### src/design/spr_pkg.sv
package spr_pkg;

	localparam int PWR_W      = 13;
	localparam int PIX_W      = 12;
	localparam int LVL_W      = 13;
	localparam int AVG_W      = 21;
	localparam int CFG_IDX_W  = 3;
	localparam int CFG_DATA_W = 14;
	localparam int NUM_W      = 20;
	localparam int QUOT_W     = 12;

	localparam logic [CFG_IDX_W-1:0] REG_BIN_COUNT    = 3'd0;
	localparam logic [CFG_IDX_W-1:0] REG_REAL_MODE    = 3'd1;
	localparam logic [CFG_IDX_W-1:0] REG_OUTPUT_WIDTH = 3'd2;
	localparam logic [CFG_IDX_W-1:0] REG_ATTACK_RATIO = 3'd3;
	localparam logic [CFG_IDX_W-1:0] REG_DECAY_RATIO  = 3'd4;
	localparam logic [CFG_IDX_W-1:0] REG_OFFSET_DB    = 3'd5;
	localparam logic [CFG_IDX_W-1:0] REG_RANGE_DB     = 3'd6;

	localparam logic [13:0] RST_BIN_COUNT    = 14'd1024;
	localparam logic        RST_REAL_MODE    = 1'b0;
	localparam logic [12:0] RST_OUTPUT_WIDTH = 13'd1024;
	localparam logic [8:0]  RST_ATTACK_RATIO = 9'd154;
	localparam logic [8:0]  RST_DECAY_RATIO  = 9'd128;
	localparam logic [7:0]  RST_OFFSET_DB    = 8'd30;
	localparam logic [7:0]  RST_RANGE_DB     = 8'd80;

	localparam logic [LVL_W-1:0] LEVEL_ONE = 13'd4096;

	typedef struct packed {
		logic              start;
		logic [NUM_W-1:0]  num;
		logic [7:0]        den;
	} div_req_t;

	typedef struct packed {
		logic              done;
		logic [QUOT_W-1:0] quot;
	} div_rsp_t;

endpackage

### src/design/spr_div.sv
module spr_div (
	input  logic              clk,
	input  logic              arst_n,
	input  spr_pkg::div_req_t req,
	output spr_pkg::div_rsp_t rsp
);
	import spr_pkg::*;

	logic [NUM_W-1:0]  rem_q;
	logic [7:0]        den_q;
	logic [3:0]        cnt_q;
	logic [QUOT_W-1:0] quot_q;
	logic              busy_q;
	logic              done_q;
	logic [NUM_W-1:0]  den_sh;

	// numerator is known to be below den << QUOT_W: one quotient bit a cycle
	assign den_sh = NUM_W'(den_q) << cnt_q;

	always_ff @(posedge clk or negedge arst_n) begin
		if (!arst_n) begin
			busy_q <= 1'b0;
			done_q <= 1'b0;
			cnt_q  <= '0;
		end else begin
			done_q <= 1'b0;
			if (req.start) begin
				busy_q <= 1'b1;
				cnt_q  <= 4'(QUOT_W - 1);
			end else if (busy_q) begin
				if (cnt_q == 4'd0) begin
					busy_q <= 1'b0;
					done_q <= 1'b1;
				end else begin
					cnt_q <= cnt_q - 4'd1;
				end
			end
		end
	end

	always_ff @(posedge clk) begin
		if (req.start) begin
			rem_q  <= req.num;
			den_q  <= req.den;
			quot_q <= '0;
		end else if (busy_q && rem_q >= den_sh) begin
			rem_q         <= rem_q - den_sh;
			quot_q[cnt_q] <= 1'b1;
		end
	end

	assign rsp.done = done_q;
	assign rsp.quot = quot_q;

endmodule

### config.mk
export PLATFORM = sky130hd
export DESIGN_NAME = spr_div
export DESIGN_NICKNAME = d
export VERILOG_FILES = /design/src/design/spr_pkg.sv /design/src/design/spr_div.sv
export SDC_FILE = /design/constraint.sdc
export NUM_CORES = 1
export LEC_CHECK = 0
export BUFFER_PORTS_ARGS = -buffer_cell sky130_fd_sc_hd__buf_4
export CORE_MARGIN = 1
export CORE_UTILIZATION = 40
export CTS_CLUSTER_DIAMETER = 60
export CTS_CLUSTER_SIZE = 12
export DETAILED_ROUTE_END_ITERATION = 10
export HOLD_SLACK_MARGIN = 0.1
export PLACE_DENSITY = 0.63
export SYNTH_ARGS = -nofsm -noshare
export SYNTH_HDL_FRONTEND = slang
export SYNTH_SLANG_ARGS = --single-unit
### constraint.sdc
create_clock -name clk -period 6.5 [get_ports clk]
set_clock_uncertainty 0.1 [all_clocks]
set_input_delay 0.325 -clock clk [delete_from_list [all_inputs] [get_ports clk]]
set_output_delay 0.325 -clock clk [all_outputs]
set_load 0.05 [all_outputs]
==> flow_summary.toml, run 1 <==
[floorplanning]
core-area_sq_um = 8180
chipWidth_um = 93.9
std_cell_rows = 33
initial_core_util_pct = 41.3
die_area_sq_um = 8810
die_y_um = 93.9
io_pins = 44

[synth]
synth_cells = 367
synth_edf_count = 28
async_flop_share_pct = 13.0
yosys.cell_types.count = 65
syn_area_sq_um = 3370
synth_area_leaders = "edfxtp_1, ha_1, dfxtp_1"
syn_area_per_cell_sq_um = 9.19
synthesis.nets = 423
seq_area_frac_synth_pct = 36.5
synth_ff_type = "edfxtp_1"
synth_top_area_share_pct = 24.9
yosys_warnings = 0
yosys.area.top_type = "edfxtp_1"
synth-seq-cells = 46

[cts]
cts_root_buf = "clkbuf_8"
worstSkewPairLatency_ns = 0.30
clockBufferDepth = 2
cts_resized = 0
cts_made_buffers = 5
cts_sinks = 46
cts_tree = "done"
cts.htree.levels = 2
clk_pin_slew_ns = 0.09

[route]
via_per_inst = 5.46
initialDrtViolationCount = 187
wl_per_cell_um = 15.5
final_antenna_net_count = 0
wl_um = 7940
drc = 0
drt_first_pass_iters = 4
dr_total_vias = 2797

[critical_path]
crit_family = "compound AO/OA/AOI/OAI gates"
worstPathRequired_ns = 6.30
worstSetupEndpointType = "register"
crit_fanout = 20
crit_path_start_kind = "register"
crit_buf_inv = 1
cpPeakStageDelay_ns = 0.83
arrival_ns = 4.53
worst_path_most_repeated_cell = "a21oi_1"
critPathLaunch = "cnt_q[0]"
path_cells = "clkinv_1, a211oi_1, a21oi_1, mux2_2, nand2_1, ha_1, a21oi_1, a21oi_1, a311oi_4, o31ai_2, a211oi_2, o21ai_2"
r2r_start = "cnt_q[0]"
cp_slowest_cell = "a211oi_2"
path_class = "reg2reg"

[grt]
overflow = 0
antenna_found_initial = 0
grt_start_max_net_pins = 56
grt_pass1_vias = 2715
grt_pass1_wl_um = 13100
grt_usage_pct = 19.1

[power_and_ir_drop]
ir_drop_mv = 0.152
p_leak_uw = 0.00160
power_density_nw_per_um2 = 406

[layout]
diodes = 0
layout-drive-gt1-share_pct = 18.4
area_growth_pct = 16.9
final_util_pct = 48.3
multi_input_comb_area_sq_um = 2000
nFillCells = 810
regArea_sq_um = 1230
layout.nets = 462

[sta]
fin_crit_sh_pct = 72.8
final-setup-viol-count = 0
max-slew-margin-rel_pct = 22.5
hold_violations = 0
finalMaxSlewViolations = 0
hold_slack_ns = 0.194
period_needed_ns = 4.73
fmax_mhz = 211
grt_setup_unrepaired = "false"
tightestPinTransition_ns = 1.16
setup_tns_ns = 0

[run]
max-cap-violations = 0

[place]
port_buffers = 43
gp_congestion = 0.904
hpwl_um = 5800

[outcome]
status = "finished, final reports clean"

[hold_path]
min_from = "req[11]"
hold_class = "in2reg"
-- per-layer routing --
layer / GRT usage (%) / part of all wire [%] / wire (um)
met5: 0 / 0 / 0
met3: 2.91 / 3.9 / 313
met4: 4.23 / 0.76 / 60
met2: 31.6 / 48 / 3800
met1: 26.1 / 47 / 3770
-- timing repair --
item                                    4_1_cts  5_1_grt
buffers inserted                              0        0
hold buffers                                  9        0
hold endpoints to repair                     14        0
endpoints found under the setup margin        0        0
-- power by group --
group	switching (uW)	internal, uW
combinational	540	375
clock	103	115
sequential	47.7	421
-- worst paths after layout --
path	to	slack (ns)	cells past startpoint
min reg2reg	quot_q[1]	0.37	1
max	rem_q[17]	1.77	12
max in group asynchronous	busy_q	5.93	2
min in group asynchronous	done_q	0.26	2
min	rem_q[3]	0.19	3
max reg2reg	rem_q[17]	1.77	12
-- synthesized netlist by cell type, types with 5 or more instances --
cell and count:
nor2b_1 7, dfrtp_1 6, xnor2_1 8, edfxtp_1 28
nand3_1 10, nand4_1 7, a211oi_1 5, o21ai_0 24
o2bb2ai_1 10, nand2_1 53, dfxtp_1 12, clkbuf_1 13
ha_1 24, a21o_1 8, inv_1 12, or3_1 8
mux2_2 5, a21oi_1 20, nor3_1 7, nor2_1 16
-- registers in the layout, indices dropped and copies added (netlist names) --
name / cells
busy_q: 1
cnt_q: 4
den_q: 8
done_q: 1
quot_q: 12
rem_q: 20
-- cells in the final DEF (no fill, tap or decap), types with 3 or more instances in the layout --
cell type      count
nor3b_1            4
a21oi_1           20
buf_4             44
dlygate4sd3_1      9
or2_2              3
nor2_1            16
nand2b_1           4
nor3_1             7
ha_1              24
a22oi_1            3
nand3_1           10
or3_1              8
mux2i_1            4
clkbuf_8           5
xnor2_1            8
a21o_1             8
inv_1             12
o2bb2ai_1         10
o21ai_0           23
edfxtp_1          28
nand4_1            7
mux2_2             5
nor2b_1            7
mux4_2             3
o31ai_1            3
a211oi_1           5
and2_1             3
a31oi_1            4
o21a_1             4
dfrtp_1            6
xor2_1             4
nand2_1           53
dfxtp_1           12
-- area by class of cell --
| type | count | area share, % |
|---|---|---|
| Multi-Input combinational cell | 286 | 50.7 |
| Clock inverter | 2 | 0.951 |
| Tap cell | 105 | 3.33 |
| Timing Repair Buffer | 53 | 10.7 |
| Inverter | 14 | 1.33 |
| Clock buffer | 6 | 1.84 |
| Sequential cell | 46 | 31.2 |
-- stage by stage --
step,power [uW],std cells,area [sq um],setup slack (ns)
4_1_cts,1600,512,3950,1.75
5_1_grt,1730,512,3950,1.45
6_report,1600,512,3950,1.77
3_5_place_dp,1370,495,3750,1.80
3_3_place_gp,1370,495,3750,1.84
2_1_floorplan,1190,367,3370,1.80
-- logic make-up (layout without fill, tap and decap cells) --
group | Yosys count | after routing | share of synthesized area (%)
adder cells (fa/ha/maj) | 25 | 25 | 9.49
AND/OR/NAND/NOR | 132 | 132 | 19.7
flip-flops | 46 | 46 | 36.5
XOR/XNOR | 12 | 12 | 3.11
AO/OA/AOI/OAI | 105 | 105 | 22.0
multiplexers | 12 | 12 | 4.86
buffers and inverters | 35 | 75 | 4.34
-- worst min-delay path, stage by stage --
cell and delay (ns):
buf_4 0.08, nand2_1 0.04, o21ai_0 0.05
Power figures use the tool's default switching activity.
==> inputs of run 2 (changes only) <==
--- a/config.mk
+++ b/config.mk
@@ -5,6 +5,7 @@
 export SDC_FILE = /design/constraint.sdc
 export NUM_CORES = 1
 export LEC_CHECK = 0
+export ABC_AREA = 1
 export BUFFER_PORTS_ARGS = -buffer_cell sky130_fd_sc_hd__buf_4
 export CORE_MARGIN = 1
 export CORE_UTILIZATION = 40
==> constraint.sdc (replaced) <==
create_clock -name clk -period 4.6 [get_ports clk]
set_clock_uncertainty 0.1 [all_clocks]
set_input_delay 0.23 -clock clk [delete_from_list [all_inputs] [get_ports clk]]
set_output_delay 0.23 -clock clk [all_outputs]
set_load 0.05 [all_outputs]
==> run 2 against run 1 <==
Against the previous run: clock-buffer cell count shrank 1; critical endpoint is now rem_q[0]; global-route usage increased by 1.0 points; die area is 3.4% higher; largest power group unchanged; fmax is 20% higher.
==> flow_summary.toml, run 2 <==
[outcome]
status = "finished, final reports clean"

[synth]
synth_common_cells = "nand2_1, inv_1, nor2_1"
yosys.cell_types.count = 34
synth-seq-cells = 46
seq_area_frac_synth_pct = 35.3
async_flop_share_pct = 13.0
synth_adder_area_share_pct = 9.17
yosys.area.top_type = "edfxtp_1"
yosys_warnings = 0
yosys.area_share.simple_pct = 33.4
synth_top_family_by_area = "simple AND/OR/NAND/NOR gates"
synth.area.mux_share_pct = 0.860
synth_xor_area_share_pct = 1.25
synth_top_area_share_pct = 24.1
synth_area_leaders = "edfxtp_1, nand2_1, ha_1"
synth_cells = 503
synth_ff_type = "edfxtp_1"
synth.most_common_cell = "nand2_1"
synthesis.nets = 559
syn_area_sq_um = 3490
synth_compound_area_share_pct = 10.8
synth_edf_count = 28
syn_area_per_cell_sq_um = 6.94

[layout]
top_regs = "rem_q: 20 flops, quot_q: 12 flops, den_q: 8 flops"
layout_common_cells = "nand2_1, inv_1, nor2_1"
layout-drive-gt1-share_pct = 11.3
area_growth_pct = 20.4
final_common_cell = "nand2_1"
diodes = 0
top_register = "rem_q"
layout.nets = 620
nFillCells = 859
largest_reg_flops = 20

[critical_path]
worst_path_most_repeated_cell = "nand2_1"
path_class = "reg2reg"
path_cells = "clkinv_1, nand2_1, nand2_1, o21ai_0, inv_1, nand2_1, o21ai_0, nand2_1, ha_1, nand2_1, nor2_1, nand3_1, nand3_2, nand2_1, nand2_2, nand2_1, nand2_1, buf_4"
cp_slowest_cell = "dfrtp_1"
cpPeakStageDelay_ns = 0.61
crit_path_start_kind = "register"
arrival_ns = 3.85
crit_fanout = 20
worstSetupEndpointType = "register"
worstPathRequired_ns = 4.49

[cts]
post-cts-setup-buffers = 0
cts_made_buffers = 5
cts_root_buf = "clkbuf_8"
clk_pin_slew_ns = 0.11
clockBufferDepth = 2
cts_tree = "done"
cts_sinks = 46
worstSkewPairLatency_ns = 0.31
cts.htree.levels = 2

[sta]
fin_crit_sh_pct = 86.0
tightestPinTransition_ns = 0.664
finalMaxSlewViolations = 0
max-slew-margin-rel_pct = 55.5
fin_ws_ns = 0.643
grt_setup_unrepaired = "false"
hold_violations = 0
final-setup-viol-count = 0
fmax_mhz = 253
period_needed_ns = 3.96
setup_tns_ns = 0

[grt]
antenna_found_initial = 0
grt_start_max_net_pins = 51
grt_pass1_vias = 3051
grt_usage_pct = 20.1
overflow = 0
grt_pass1_wl_um = 14000

[floorplanning]
core-area_sq_um = 8340
std_cell_rows = 33
initial_core_util_pct = 41.9
die_area_sq_um = 9110
chipWidth_um = 95.4
die_y_um = 95.4
io_pins = 44

[power_and_ir_drop]
p_leak_uw = 0.00197
ir_drop_mv = 0.229
power_density_nw_per_um2 = 553
finalPower_uw = 2330

[place]
gp_congestion = 0.998
port_buffers = 43
pre_cts_ws_ns = 0.730
hpwl_um = 6560

[route]
wl_per_cell_um = 12.8
drc = 0
dr_total_vias = 3366
final_antenna_net_count = 0
wl_um = 8570
initialDrtViolationCount = 269
via_per_inst = 5.02
drt_first_pass_iters = 5

[hold_path]
hold_class = "in2reg"

[run]
max-cap-violations = 0
==> run 2: cell types whose count changed in the layout (fill, tap and decap cells not counted), sizes merged, moves of 6 or more <==
cell	previous run	this run
a21o	8	1
nand2	54	164
inv	12	64
nor2b	7	0
or3	8	0
o2bb2ai	11	0
nand3	10	40
nor2	16	48
a21oi	22	34
a211oi	6	0
dlygate4sd3	9	24
==> run 2: metal layers <==
layer  GRT usage (%)  routed length, um  vias up
met5               0                  0        -
met2            32.4               3800       87
met4            6.09                160        0
met3            3.51                377       14
met1            27.3               4230     1501
li1                -                  -     1764
==> run 2: worst paths after layout <==
check / startpoint / end / slack (ns) / depth (start not counted)
worst max-delay path: cnt_q[0] / rem_q[0] / 0.64 / 18
worst min-delay path: req[17] / rem_q[9] / 0.11 / 3
worst max register to register: cnt_q[0] / rem_q[0] / 0.64 / 18
worst min register to register: quot_q[11] / quot_q[11] / 0.35 / 2
max in group asynchronous: arst_n / cnt_q[1] / 4.12 / 2
min in group asynchronous: arst_n / cnt_q[0] / 0.15 / 2
==> run 2: kinds of logic after synthesis <==
kind of cell	after synthesis
AND/OR/NAND/NOR	275
buffers and inverters	79
AO/OA/AOI/OAI	70
flip-flops	46
adder cells (fa/ha/maj)	25
XOR/XNOR	5
multiplexers	3
==> run 2: timing repair <==
item	CTS	global route
hold endpoints to repair	29	0
hold buffers	24	0
resized for setup	0	0
==> run 2: final cells by class <==
type	instances	area [sq um]	share of cell area [%]
clock buffers	5	68.8	1.64
clock inverters	3	23.8	0.565
inverters	65	244	5.80
multi-input cells	378	1940	46.0
flip-flops and latches	46	1230	29.3
well taps	105	131	3.12
repair buffers	68	571	13.6
==> run 2: critical path, delay by kind of cell, from the launching register on <==
family                     cells  cell delay [ns]
buffers and inverters          3             0.82
and+or+nand+nor               12             1.40
adders and majority gates      1             0.21
DFF                            1             0.61
AOI/OAI and AO/OA              2             0.48
==> run 2: where the power goes <==
group	total, uW	internal (uW)	switching, uW
Sequential	653	591	61.7
Combinational	1400	505	898
Clock	271	111	160
==> run 2: per-stage QoR <==
stage | hold slack (ns) | cells | cell area (sq um) | util (%)
final | 0.108 | 670 | 4210 | 50.4
after global routing | 0.108 | 670 | 4210 | 50.4
after CTS | 0.104 | 670 | 4210 | 50.4
after detailed placement | -0.0562 | 638 | 3870 | 46.4
after global placement | -0.0566 | 638 | 3870 | 46.4
after floorplan | -0.166 | 503 | 3490 | -
